**config.mk**
```make
export PLATFORM = sky130hd
export DESIGN_NAME = fixed_block_pool_allocator_top
export DESIGN_NICKNAME = d
export VERILOG_FILES = /design/src/rtl/fbpa_pkg.sv /design/src/rtl/fixed_block_pool_allocator_top.sv /design/src/rtl/fbpa_link_mem.sv /design/src/rtl/fbpa_cfg.sv /design/src/rtl/fbpa_ctrl.sv
export SDC_FILE = /design/constraint.sdc
export NUM_CORES = 2
export LEC_CHECK = 0
export ABC_AREA = 0
export ABC_CLOCK_PERIOD_IN_PS = 18600
export BUFFER_PORTS_ARGS = -buffer_cell sky130_fd_sc_hd__buf_2
export CAP_MARGIN = 20
export CORE_ASPECT_RATIO = 1.2
export CORE_UTILIZATION = 63
export DETAILED_ROUTE_END_ITERATION = 8
export HOLD_SLACK_MARGIN = 0.12
export PLACE_DENSITY = 0.79
export SETUP_SLACK_MARGIN = 0.02
export SYNTH_ARGS = -nofsm -noshare
export SYNTH_HDL_FRONTEND = slang
export SYNTH_SLANG_ARGS = --single-unit
```
**constraint.sdc**
```tcl
create_clock -name clk_i -period 18.6 [get_ports clk_i]
set_input_delay 2.79 -clock clk_i [delete_from_list [all_inputs] [get_ports clk_i]]
set_output_delay 2.79 -clock clk_i [all_outputs]
set_load 0.05 [all_outputs]
```
**src/rtl/fbpa_pkg.sv**
```systemverilog
`timescale 1ns / 1ps
`default_nettype none
// ----------------------------------------------------------------------------
// fbpa_pkg
// Shared types, widths and defaults of the fixed block pool allocator.
// ----------------------------------------------------------------------------
package fbpa_pkg;

  localparam int MAX_BLOCKS_DEF        = 256;
  localparam int WORD_BYTES_DEF        = 8;
  localparam int POOL_HEADER_BYTES_DEF = 24;

  localparam int CMD_W     = 2;
  localparam int IDX_W     = 8;
  localparam int STATUS_W  = 2;
  localparam int OFFSET_W  = 20;
  localparam int COUNT_W   = 9;
  localparam int BCOUNT_W  = 9;
  localparam int PAYLOAD_W = 13;
  localparam int CFG_IDX_W = 1;

  localparam int OFFSET_MAX = 1048575;

  localparam logic [BCOUNT_W-1:0]  BCOUNT_RST  = 9'd256;
  localparam logic [PAYLOAD_W-1:0] PAYLOAD_RST = 13'd64;

  typedef enum logic [CMD_W-1:0] {
    CMD_ALLOC = 2'd0,
    CMD_FREE  = 2'd1,
    CMD_INIT  = 2'd2
  } cmd_e;

  typedef enum logic [STATUS_W-1:0] {
    ST_OK       = 2'd0,
    ST_EMPTY    = 2'd1,
    ST_BAD_FREE = 2'd2
  } status_e;

  typedef enum logic [CFG_IDX_W-1:0] {
    REG_BLOCK_COUNT   = 1'b0,
    REG_PAYLOAD_BYTES = 1'b1
  } reg_e;

  typedef enum logic [1:0] {
    S_IDLE,
    S_INIT,
    S_FIN
  } state_e;

  // configuration as seen by the controller
  typedef struct packed {
    logic [BCOUNT_W-1:0]  block_count;
    logic [PAYLOAD_W-1:0] pay_words;   // payload size in words, rounded up
  } cfg_t;

endpackage
`default_nettype wire

```
**src/rtl/fixed_block_pool_allocator_top.sv**
```systemverilog
`timescale 1ns / 1ps
`default_nettype none
// ----------------------------------------------------------------------------
// fixed_block_pool_allocator_top
// Fixed-size block pool with a free list held in a single-port-read link memory.
// ----------------------------------------------------------------------------
// sequence: allocate, free and unknown commands are taken in S_IDLE and give their
//   result from S_FIN, which waits out an output stall; initialize first runs S_INIT
//   (one link write per block); in_stall_o holds off new ones until S_IDLE again
// reset: the free list is empty and every free is invalid until the first initialize;
//   the link memory is not cleared, so the block is ready right after reset
module fixed_block_pool_allocator_top #(
  parameter int MAX_BLOCKS        = fbpa_pkg::MAX_BLOCKS_DEF,
  parameter int WORD_BYTES        = fbpa_pkg::WORD_BYTES_DEF,
  parameter int POOL_HEADER_BYTES = fbpa_pkg::POOL_HEADER_BYTES_DEF
) (
  input  wire logic                           clk_i,
  input  wire logic                           rst_ni,
  input  wire logic                           cfg_we_i,
  input  wire logic [fbpa_pkg::CFG_IDX_W-1:0] cfg_index_i,
  input  wire logic [fbpa_pkg::PAYLOAD_W-1:0] cfg_data_i,
  input  wire logic                           in_valid_i,
  output logic                                in_stall_o,
  input  wire logic [fbpa_pkg::CMD_W-1:0]     command_i,
  input  wire logic [fbpa_pkg::IDX_W-1:0]     block_index_i,
  output logic                                out_valid_o,
  input  wire logic                           out_stall_i,
  output logic [fbpa_pkg::STATUS_W-1:0]       status_o,
  output logic [fbpa_pkg::IDX_W-1:0]          granted_index_o,
  output logic [fbpa_pkg::OFFSET_W-1:0]       payload_offset_o,
  output logic [fbpa_pkg::COUNT_W-1:0]        free_count_o
);
  import fbpa_pkg::*;

  localparam int AW = $clog2(MAX_BLOCKS);
  localparam int LW = $clog2(MAX_BLOCKS + 1);

  cfg_t          cfg;
  logic          mem_we;
  logic [AW-1:0] mem_waddr;
  logic [LW:0]   mem_wdata;
  logic          mem_re;
  logic [AW-1:0] mem_raddr;
  logic [LW:0]   mem_rdata;

  fbpa_cfg #(
    .WORD_BYTES (WORD_BYTES)
  ) u_cfg (
    .clk_i       (clk_i),
    .rst_ni      (rst_ni),
    .cfg_we_i    (cfg_we_i),
    .cfg_index_i (cfg_index_i),
    .cfg_data_i  (cfg_data_i),
    .cfg_o       (cfg)
  );

  fbpa_link_mem #(
    .DEPTH (MAX_BLOCKS),
    .AW    (AW),
    .DW    (LW + 1)
  ) u_link_mem (
    .clk_i   (clk_i),
    .we_i    (mem_we),
    .waddr_i (mem_waddr),
    .wdata_i (mem_wdata),
    .re_i    (mem_re),
    .raddr_i (mem_raddr),
    .rdata_o (mem_rdata)
  );

  fbpa_ctrl #(
    .MAX_BLOCKS        (MAX_BLOCKS),
    .WORD_BYTES        (WORD_BYTES),
    .POOL_HEADER_BYTES (POOL_HEADER_BYTES),
    .AW                (AW),
    .LW                (LW)
  ) u_ctrl (
    .clk_i            (clk_i),
    .rst_ni           (rst_ni),
    .cfg_i            (cfg),
    .in_valid_i       (in_valid_i),
    .in_stall_o       (in_stall_o),
    .command_i        (command_i),
    .block_index_i    (block_index_i),
    .out_valid_o      (out_valid_o),
    .out_stall_i      (out_stall_i),
    .status_o         (status_o),
    .granted_index_o  (granted_index_o),
    .payload_offset_o (payload_offset_o),
    .free_count_o     (free_count_o),
    .mem_we_o         (mem_we),
    .mem_waddr_o      (mem_waddr),
    .mem_wdata_o      (mem_wdata),
    .mem_re_o         (mem_re),
    .mem_raddr_o      (mem_raddr),
    .mem_rdata_i      (mem_rdata)
  );

endmodule
`default_nettype wire

```
**src/rtl/fbpa_link_mem.sv**
```systemverilog
`timescale 1ns / 1ps
`default_nettype none
// ----------------------------------------------------------------------------
// fbpa_link_mem
// Link memory: one write port, one read port with registered read data.
// ----------------------------------------------------------------------------
module fbpa_link_mem #(
  parameter int DEPTH = 256,
  parameter int AW    = 8,
  parameter int DW    = 10
) (
  input  wire logic          clk_i,
  input  wire logic          we_i,
  input  wire logic [AW-1:0] waddr_i,
  input  wire logic [DW-1:0] wdata_i,
  input  wire logic          re_i,
  input  wire logic [AW-1:0] raddr_i,
  output logic      [DW-1:0] rdata_o
);

  logic [DW-1:0] mem [DEPTH];
  logic [DW-1:0] rdata_q;

  always_ff @(posedge clk_i) begin
    if (we_i) begin
      mem[waddr_i] <= wdata_i;
    end
  end

  always_ff @(posedge clk_i) begin
    if (re_i) begin
      rdata_q <= mem[raddr_i];
    end
  end

  assign rdata_o = rdata_q;

endmodule
`default_nettype wire

```
**src/rtl/fbpa_cfg.sv**
```systemverilog
`timescale 1ns / 1ps
`default_nettype none
// ----------------------------------------------------------------------------
// fbpa_cfg
// Configuration registers; payload size is kept as a rounded word count.
// ----------------------------------------------------------------------------
module fbpa_cfg #(
  parameter int WORD_BYTES = fbpa_pkg::WORD_BYTES_DEF
) (
  input  wire logic                            clk_i,
  input  wire logic                            rst_ni,
  input  wire logic                            cfg_we_i,
  input  wire logic [fbpa_pkg::CFG_IDX_W-1:0]  cfg_index_i,
  input  wire logic [fbpa_pkg::PAYLOAD_W-1:0]  cfg_data_i,
  output fbpa_pkg::cfg_t                       cfg_o
);
  import fbpa_pkg::*;

  // floor(x / WORD_BYTES) as x * RECIP >> SHIFT, exact for x below 2**14
  localparam int SHIFT = 18;
  localparam int RECIP = ((1 << SHIFT) + WORD_BYTES - 1) / WORD_BYTES;
  localparam int XW    = PAYLOAD_W + 1;
  localparam logic [PAYLOAD_W-1:0] WORDS_RST =
    PAYLOAD_W'((64 + WORD_BYTES - 1) / WORD_BYTES);

  logic [BCOUNT_W-1:0]  block_count_q;
  logic [PAYLOAD_W-1:0] pay_words_q, pay_words_d;
  logic [XW-1:0]        round_up;
  logic [31:0]          recip_prod;

  always_comb begin
    round_up    = XW'(cfg_data_i) + XW'(WORD_BYTES - 1);
    recip_prod  = 32'(round_up) * 32'(RECIP);
    pay_words_d = PAYLOAD_W'(recip_prod >> SHIFT);
  end

  always_ff @(posedge clk_i or negedge rst_ni) begin
    if (!rst_ni) begin
      block_count_q <= BCOUNT_RST;
      pay_words_q   <= WORDS_RST;
    end else if (cfg_we_i) begin
      case (cfg_index_i)
        REG_BLOCK_COUNT:   block_count_q <= cfg_data_i[BCOUNT_W-1:0];
        REG_PAYLOAD_BYTES: pay_words_q   <= pay_words_d;
        default: ;
      endcase
    end
  end

  assign cfg_o.block_count = block_count_q;
  assign cfg_o.pay_words   = pay_words_q;

endmodule
`default_nettype wire

```
**src/rtl/fbpa_ctrl.sv**
```systemverilog
`timescale 1ns / 1ps
`default_nettype none
// ----------------------------------------------------------------------------
// fbpa_ctrl
// Command sequencer: head and free count, link memory access, result register.
// ----------------------------------------------------------------------------
module fbpa_ctrl #(
  parameter int MAX_BLOCKS        = fbpa_pkg::MAX_BLOCKS_DEF,
  parameter int WORD_BYTES        = fbpa_pkg::WORD_BYTES_DEF,
  parameter int POOL_HEADER_BYTES = fbpa_pkg::POOL_HEADER_BYTES_DEF,
  parameter int AW                = $clog2(MAX_BLOCKS),
  parameter int LW                = $clog2(MAX_BLOCKS + 1)
) (
  input  wire logic                           clk_i,
  input  wire logic                           rst_ni,
  input  wire fbpa_pkg::cfg_t                 cfg_i,
  input  wire logic                           in_valid_i,
  output logic                                in_stall_o,
  input  wire logic [fbpa_pkg::CMD_W-1:0]     command_i,
  input  wire logic [fbpa_pkg::IDX_W-1:0]     block_index_i,
  output logic                                out_valid_o,
  input  wire logic                           out_stall_i,
  output logic [fbpa_pkg::STATUS_W-1:0]       status_o,
  output logic [fbpa_pkg::IDX_W-1:0]          granted_index_o,
  output logic [fbpa_pkg::OFFSET_W-1:0]       payload_offset_o,
  output logic [fbpa_pkg::COUNT_W-1:0]        free_count_o,
  output logic                                mem_we_o,
  output logic [AW-1:0]                       mem_waddr_o,
  output logic [LW:0]                         mem_wdata_o,
  output logic                                mem_re_o,
  output logic [AW-1:0]                       mem_raddr_o,
  input  wire logic [LW:0]                    mem_rdata_i
);
  import fbpa_pkg::*;

  localparam logic [LW-1:0] MARK = LW'(MAX_BLOCKS);
  localparam int PW = AW + PAYLOAD_W;
  localparam int FW = (PW + 4 > OFFSET_W + 1) ? PW + 4 : OFFSET_W + 1;

  state_e               state_q, state_d;
  logic [CMD_W-1:0]     cmd_q, cmd_d;
  logic [AW-1:0]        idx_q, idx_d;
  logic                 bad_q, bad_d;
  logic                 empty_q, empty_d;
  logic [LW-1:0]        head_q, head_d;
  logic [LW-1:0]        cnt_q, cnt_d;
  logic                 inited_q, inited_d;
  logic [AW-1:0]        sweep_q, sweep_d;
  logic [PW-1:0]        prod_q, prod_d;

  logic                 out_valid_q, out_valid_d;
  logic [STATUS_W-1:0]  status_q, status_d;
  logic [IDX_W-1:0]     granted_q, granted_d;
  logic [OFFSET_W-1:0]  offset_q, offset_d;
  logic [COUNT_W-1:0]   count_q, count_d;

  logic                 out_free;
  logic [LW-1:0]        pool_n;
  logic [LW-1:0]        sweep_next;
  logic [FW-1:0]        offset_full;

  always_comb begin
    if (cfg_i.block_count == '0) begin
      pool_n = LW'(1);
    end else if (32'(cfg_i.block_count) > MAX_BLOCKS) begin
      pool_n = MARK;
    end else begin
      pool_n = LW'(cfg_i.block_count);
    end
  end

  assign out_free    = !out_valid_q || !out_stall_i;
  assign sweep_next  = LW'(sweep_q) + LW'(1);
  assign offset_full = FW'(prod_q) * FW'(WORD_BYTES) + FW'(POOL_HEADER_BYTES + WORD_BYTES);

  always_comb begin
    state_d     = state_q;
    cmd_d       = cmd_q;
    idx_d       = idx_q;
    bad_d       = bad_q;
    empty_d     = empty_q;
    head_d      = head_q;
    cnt_d       = cnt_q;
    inited_d    = inited_q;
    sweep_d     = sweep_q;
    prod_d      = prod_q;
    out_valid_d = out_valid_q && out_stall_i;
    status_d    = status_q;
    granted_d   = granted_q;
    offset_d    = offset_q;
    count_d     = count_q;
    mem_we_o    = 1'b0;
    mem_waddr_o = idx_q;
    mem_wdata_o = {1'b0, head_q};
    mem_re_o    = 1'b0;
    mem_raddr_o = AW'(block_index_i);

    case (state_q)
      S_IDLE: begin
        if (in_valid_i) begin
          cmd_d   = command_i;
          idx_d   = AW'(block_index_i);
          bad_d   = (32'(block_index_i) >= MAX_BLOCKS) || !inited_q;
          empty_d = (head_q == MARK);
          prod_d  = PW'(head_q[AW-1:0]) * PW'(cfg_i.pay_words + PAYLOAD_W'(1));
          if (command_i == CMD_ALLOC) begin
            mem_re_o    = (head_q != MARK);
            mem_raddr_o = head_q[AW-1:0];
          end else if (command_i == CMD_FREE) begin
            mem_re_o    = 1'b1;
          end
          if (command_i == CMD_INIT) begin
            sweep_d = '0;
            state_d = S_INIT;
          end else begin
            state_d = S_FIN;
          end
        end
      end

      S_INIT: begin
        mem_we_o    = 1'b1;
        mem_waddr_o = sweep_q;
        mem_wdata_o = {1'b0, (sweep_next < pool_n) ? sweep_next : MARK};
        sweep_d     = sweep_q + AW'(1);
        if (sweep_q == AW'(MAX_BLOCKS - 1)) begin
          head_d   = '0;
          cnt_d    = pool_n;
          inited_d = 1'b1;
          state_d  = S_FIN;
        end
      end

      S_FIN: begin
        if (out_free) begin
          status_d  = ST_OK;
          granted_d = '0;
          offset_d  = '0;
          case (cmd_q)
            CMD_ALLOC: begin
              if (empty_q) begin
                status_d = ST_EMPTY;
              end else begin
                head_d      = mem_rdata_i[LW-1:0];
                cnt_d       = cnt_q - LW'(1);
                mem_we_o    = 1'b1;
                mem_waddr_o = head_q[AW-1:0];
                mem_wdata_o = {1'b1, mem_rdata_i[LW-1:0]};
                granted_d   = IDX_W'(head_q);
                offset_d    = (offset_full > FW'(OFFSET_MAX)) ? OFFSET_W'(OFFSET_MAX)
                                                              : OFFSET_W'(offset_full);
              end
            end
            CMD_FREE: begin
              if (bad_q || !mem_rdata_i[LW]) begin
                status_d = ST_BAD_FREE;
              end else begin
                head_d      = LW'(idx_q);
                cnt_d       = cnt_q + LW'(1);
                mem_we_o    = 1'b1;
                mem_waddr_o = idx_q;
                mem_wdata_o = {1'b0, head_q};
              end
            end
            default: ;
          endcase
          count_d     = COUNT_W'(cnt_d);
          out_valid_d = 1'b1;
          state_d     = S_IDLE;
        end
      end

      default: state_d = S_IDLE;
    endcase
  end

  always_ff @(posedge clk_i or negedge rst_ni) begin
    if (!rst_ni) begin
      state_q     <= S_IDLE;
      head_q      <= MARK;
      cnt_q       <= '0;
      inited_q    <= 1'b0;
      out_valid_q <= 1'b0;
    end else begin
      state_q     <= state_d;
      head_q      <= head_d;
      cnt_q       <= cnt_d;
      inited_q    <= inited_d;
      out_valid_q <= out_valid_d;
    end
  end

  always_ff @(posedge clk_i) begin
    cmd_q     <= cmd_d;
    idx_q     <= idx_d;
    bad_q     <= bad_d;
    empty_q   <= empty_d;
    sweep_q   <= sweep_d;
    prod_q    <= prod_d;
    status_q  <= status_d;
    granted_q <= granted_d;
    offset_q  <= offset_d;
    count_q   <= count_d;
  end

  assign in_stall_o       = (state_q != S_IDLE);
  assign out_valid_o      = out_valid_q;
  assign status_o         = status_q;
  assign granted_index_o  = granted_q;
  assign payload_offset_o = offset_q;
  assign free_count_o     = count_q;

endmodule
`default_nettype wire
```
==> summary.md <==
| Metric | Value |
|---|---|
| Most common cell after layout, fill and taps aside | edfxtp_1 |
| Final HPWL DP | 200 mm |
| Capture point of the worst reg-to-reg path | u_link_mem.mem[144][1]$_DFFE_PP_ |
| Hold Violations, Final | 0 |
| Commonest register cell after synthesis | edfxtp_1 |
| Cells on worst reg2reg path | 11 |
| TritonRoute pass-1 iters | 6 |
| Post-cts sizing count | 0 |
| Post-Layout Cell Count | 10400 |
| Number of synthesized flops with an enable pin | 2648 |
| I/O pins | 70 |
| Tcrit/Tclk final | 47.5% |
| Synth top area share | 71.8% |
| Final setup vio count | 0 |
| Syn-to-layout area delta | 9.77% |
| Final wirelength | 336 mm |
| Fin crit period | 8840 ps |
| Wire per inst | 32.2 um |
| RSZ-0062 raised after global routing | false |
| Most frequent cells in the layout | 2648 x edfxtp_1, 1586 x nand2_1, 543 x a21oi_1 |
| Placed Cells incl. Taps | 9929 |
| Row Count | 168 |
| Clock Skew | 51.9 ps |
| Critical path capture point type | flop |
| Cts hold-fix bufs | 0 |
| Post-synth top area cell | edfxtp_1 |
| Worst-margin pin slew | 1540 ps |
| Overall routing resource usage | 37.6% |
| Status | finished with violations |
| Placed cell areas | 0.114 sq mm |
| CTS max path bufs | 3 |
| Layout Nets | 8058 |
| PortBufs | 69 |
| Post-CTS setup buffers | 0 |
| CP startpoint kind | primary input |
| TritonCTS Buffers | 240 |
| Static leakage | 41.9 nW |
| Synth area leaders | edfxtp_1 72%, nand2_1 5.4%, mux2i_1 3.2%, a21oi_1 2.5%, mux4_2 1.6% |
| Violated checks | slew limit |
| CP Depth | 14 |
| First-pass GRT wire length | 476 mm |
| Crit path max fanout | 77 |
| Syn Nets | 7971 |
| Synth Register Bits | 2690 |
| Cell area after layout | 0.122 sq mm |
| Clock slew at reported path FFs | 70 ps |
| Remaining global-route overflow | 0 |
| Post-Syn Area per Cell | 14.2 sq um |
| Sequential cell area | 0.0806 sq mm |
| Slowest stage cell, crit path | mux2_8 |
| Hold crit path type | reg2reg |
| Die area | 0.177 sq mm |
| Top delay family on crit path | buffers and inverters |
| Seq/Total Area, Yosys | 72.7% |
| Max-slew violations | 33 |
| Arrival @ worst endpoint | 9540 ps |
| R2R setup slack | 10700 ps |
| Core area | 0.175 sq mm |
| Worst R2R Start | u_ctrl.state_q[0]$_DFFE_PN0P_ |
| CTS H-tree depth | 4 |
| Synthesized cell area | 0.111 sq mm |
| Initial antenna violation count | 18 |
| CTS sink cnt | 2690 |
| Pin count of the biggest net entering global routing | 204 |
| Critical path class | in2reg |
| Buf/Inv on CP | 5 |
| DRT iter0 DRCs | 12300 |
| Number of routed nets with antenna violations | 0 |
| Root Buffer | clkbuf_16 |
| Area of the multi-input gates | 0.0278 sq mm |
| Ys Warns | 0 |
| Critical-path cell list | buf_2 > nand4bb_4 > mux2_8 > buf_4 > buf_4 > buf_4 > buf_4 > nand2_1 > a21oi_1 > nor3_1 > a221oi_2 > o22ai_1 > or4b_1 > a211oi_1 |
| Post-layout util | 69.6% |
| Power Density | 126 mW/mm^2 |
| Drc violations | 0 |
| Max Freq | 113 MHz |
| Height of the chip | 461 um |
| Cell variety after synth | 82 |
| Layout cells sized above 1 | 9.86% |
| CTS tree | built |
| Vias in the first global route | 69500 |
| Worst setup path end | u_link_mem.rdata_o[5]$_DFFE_PP_ |
| Clk_lat worst skew | 920 ps |
| Total vias in the final route | 72800 |
| CP Data Required Time | 19300 ps |
| RD Place Congestion | 0.974 |
| Sum Neg Setup Slack | 0 ps |
| Worst vdd ir | 0.106 mV |
| CP startpoint | command_i[0] |
| Vias per cell | 6.98 |
| Post-Synthesis Cells | 7822 |
| Most frequent CP cell | buf_4 |
| Die Width | 385 um |
| Ys async rst share | 1.56% |
| Fill cells | 11000 |
| Max transition margin | -2.58% |
| Initial Util | 63.4% |
| Max stage delay on crit path | 860 ps |
| Max cap viols | 0 |
==> layout make-up <==
cell class | instances | area share (%)
Timing Repair Buffer | 311 | 2.01
Clock buffer | 295 | 5.16
Clock inverter | 152 | 1.03
Tap cell | 2295 | 2.36
Sequential cell | 2690 | 66.3
Inverter | 97 | 0.299
Antenna cell | 18 | 0.0371
Multi-Input combinational cell | 4569 | 22.8
==> routing by layer <==
layer | up-vias | track usage (%) | routed length, um
li1 | 29500 | - | -
met1 | 35400 | 46.2 | 106000
met2 | 6449 | 56.7 | 152000
met3 | 1417 | 11.7 | 49300
met4 | 24 | 26.8 | 28900
met5 | - | 0 | 147
==> report_power, final <==
part	internal (mW)	total (mW)	switching [mW]
combinational	0.644	2.98	2.33
clock	2.63	4.84	2.22
sequential	7.43	7.53	0.103
==> tightest hold or removal path, delay by kind of cell, from the launching register on <==
kind | cells | cell delay [ps]
flip-flops | 1 | 330
buffers and inverters | 1 | 50
AO/OA/AOI/OAI | 1 | 70
==> cell usage after synthesis (all sizes together), types with 9 or more instances <==
master   instances
nand2         1590
or3             16
xnor2           29
nor2           382
a21oi          543
o221ai          63
a21boi          17
and2            45
nor4            59
dfrtp           39
buf            324
a221oi          23
ha              60
o211ai          13
o21ai          173
inv             93
nor3b            9
clkbuf         142
a211o           10
a31oi           62
or4             16
o22ai           91
nand2b          27
and3            49
nor2b           43
a211oi          38
fa              60
nand4           30
edfxtp        2648
mux2i          351
a22oi           22
a311oi          24
mux2            31
nand3          303
nor3            79
a32oi           21
mux4            79
xor2            31
a2111oi         64
a221o           22
o31ai           10
==> worst min-delay path by stage <==
stage | depth (start not counted) | from | slack [ps] | to
floorplan | 2 | u_ctrl.inited_q$_DFFE_PN0P_ | 420 | u_ctrl.inited_q$_DFFE_PN0P_
global placement | 2 | u_ctrl.inited_q$_DFFE_PN0P_ | 440 | u_ctrl.inited_q$_DFFE_PN0P_
detailed placement | 2 | u_ctrl.inited_q$_DFFE_PN0P_ | 480 | u_ctrl.inited_q$_DFFE_PN0P_
CTS | 2 | u_ctrl.inited_q$_DFFE_PN0P_ | 500 | u_ctrl.inited_q$_DFFE_PN0P_
global route | 1 | u_cfg.block_count_q[0]$_DFFE_PN0P_ | 530 | u_cfg.block_count_q[0]$_DFFE_PN0P_
finish | 2 | u_ctrl.inited_q$_DFFE_PN0P_ | 500 | u_ctrl.inited_q$_DFFE_PN0P_
==> sequential cells by signal (all words and copies together) (netlist names) <==
| register | cells |
|---|---|
| u_link_mem.mem | 2560 |
| u_ctrl.prod_q | 21 |
| u_ctrl.payload_offset_o | 18 |
| u_cfg.pay_words_q | 11 |
| u_link_mem.rdata_o | 10 |
| u_cfg.block_count_q | 9 |
| u_ctrl.cnt_q | 9 |
| u_ctrl.free_count_o | 9 |
| u_ctrl.head_q | 9 |
| u_ctrl.granted_index_o | 8 |
| u_ctrl.idx_q | 8 |
| u_ctrl.sweep_q | 8 |
| u_ctrl.cmd_q | 2 |
| u_ctrl.state_q | 2 |
| u_ctrl.status_o | 2 |
| u_ctrl.bad_q | 1 |
| u_ctrl.empty_q | 1 |
| u_ctrl.inited_q | 1 |
| u_ctrl.out_valid_o | 1 |
==> logic make-up (layout without fill, tap and decap cells) <==
logic type	count (synthesis)	after routing	share of synthesized area, %
AOI/OAI and AO/OA	1261	1261	7.13
DFF	2690	2690	72.7
other	0	18	0
muxes	461	461	5.12
adders and majority gates	120	120	1.76
xor gates and xnor gates	60	60	0.474
and+or+nand+nor	2667	2667	10.2
buffers and inverters	563	855	2.52
==> per-stage QoR <==
stage	hold WS (ps)	power (mW)	setup WS [ps]
floorplan	425	9.63	1930
global placement	440	10.4	9050
detailed placement	479	10.5	9120
CTS	497	15.2	10000
global route	528	15.6	9640
finish	496	15.3	9760
Note: power is estimated with default switching activity, not from simulation.
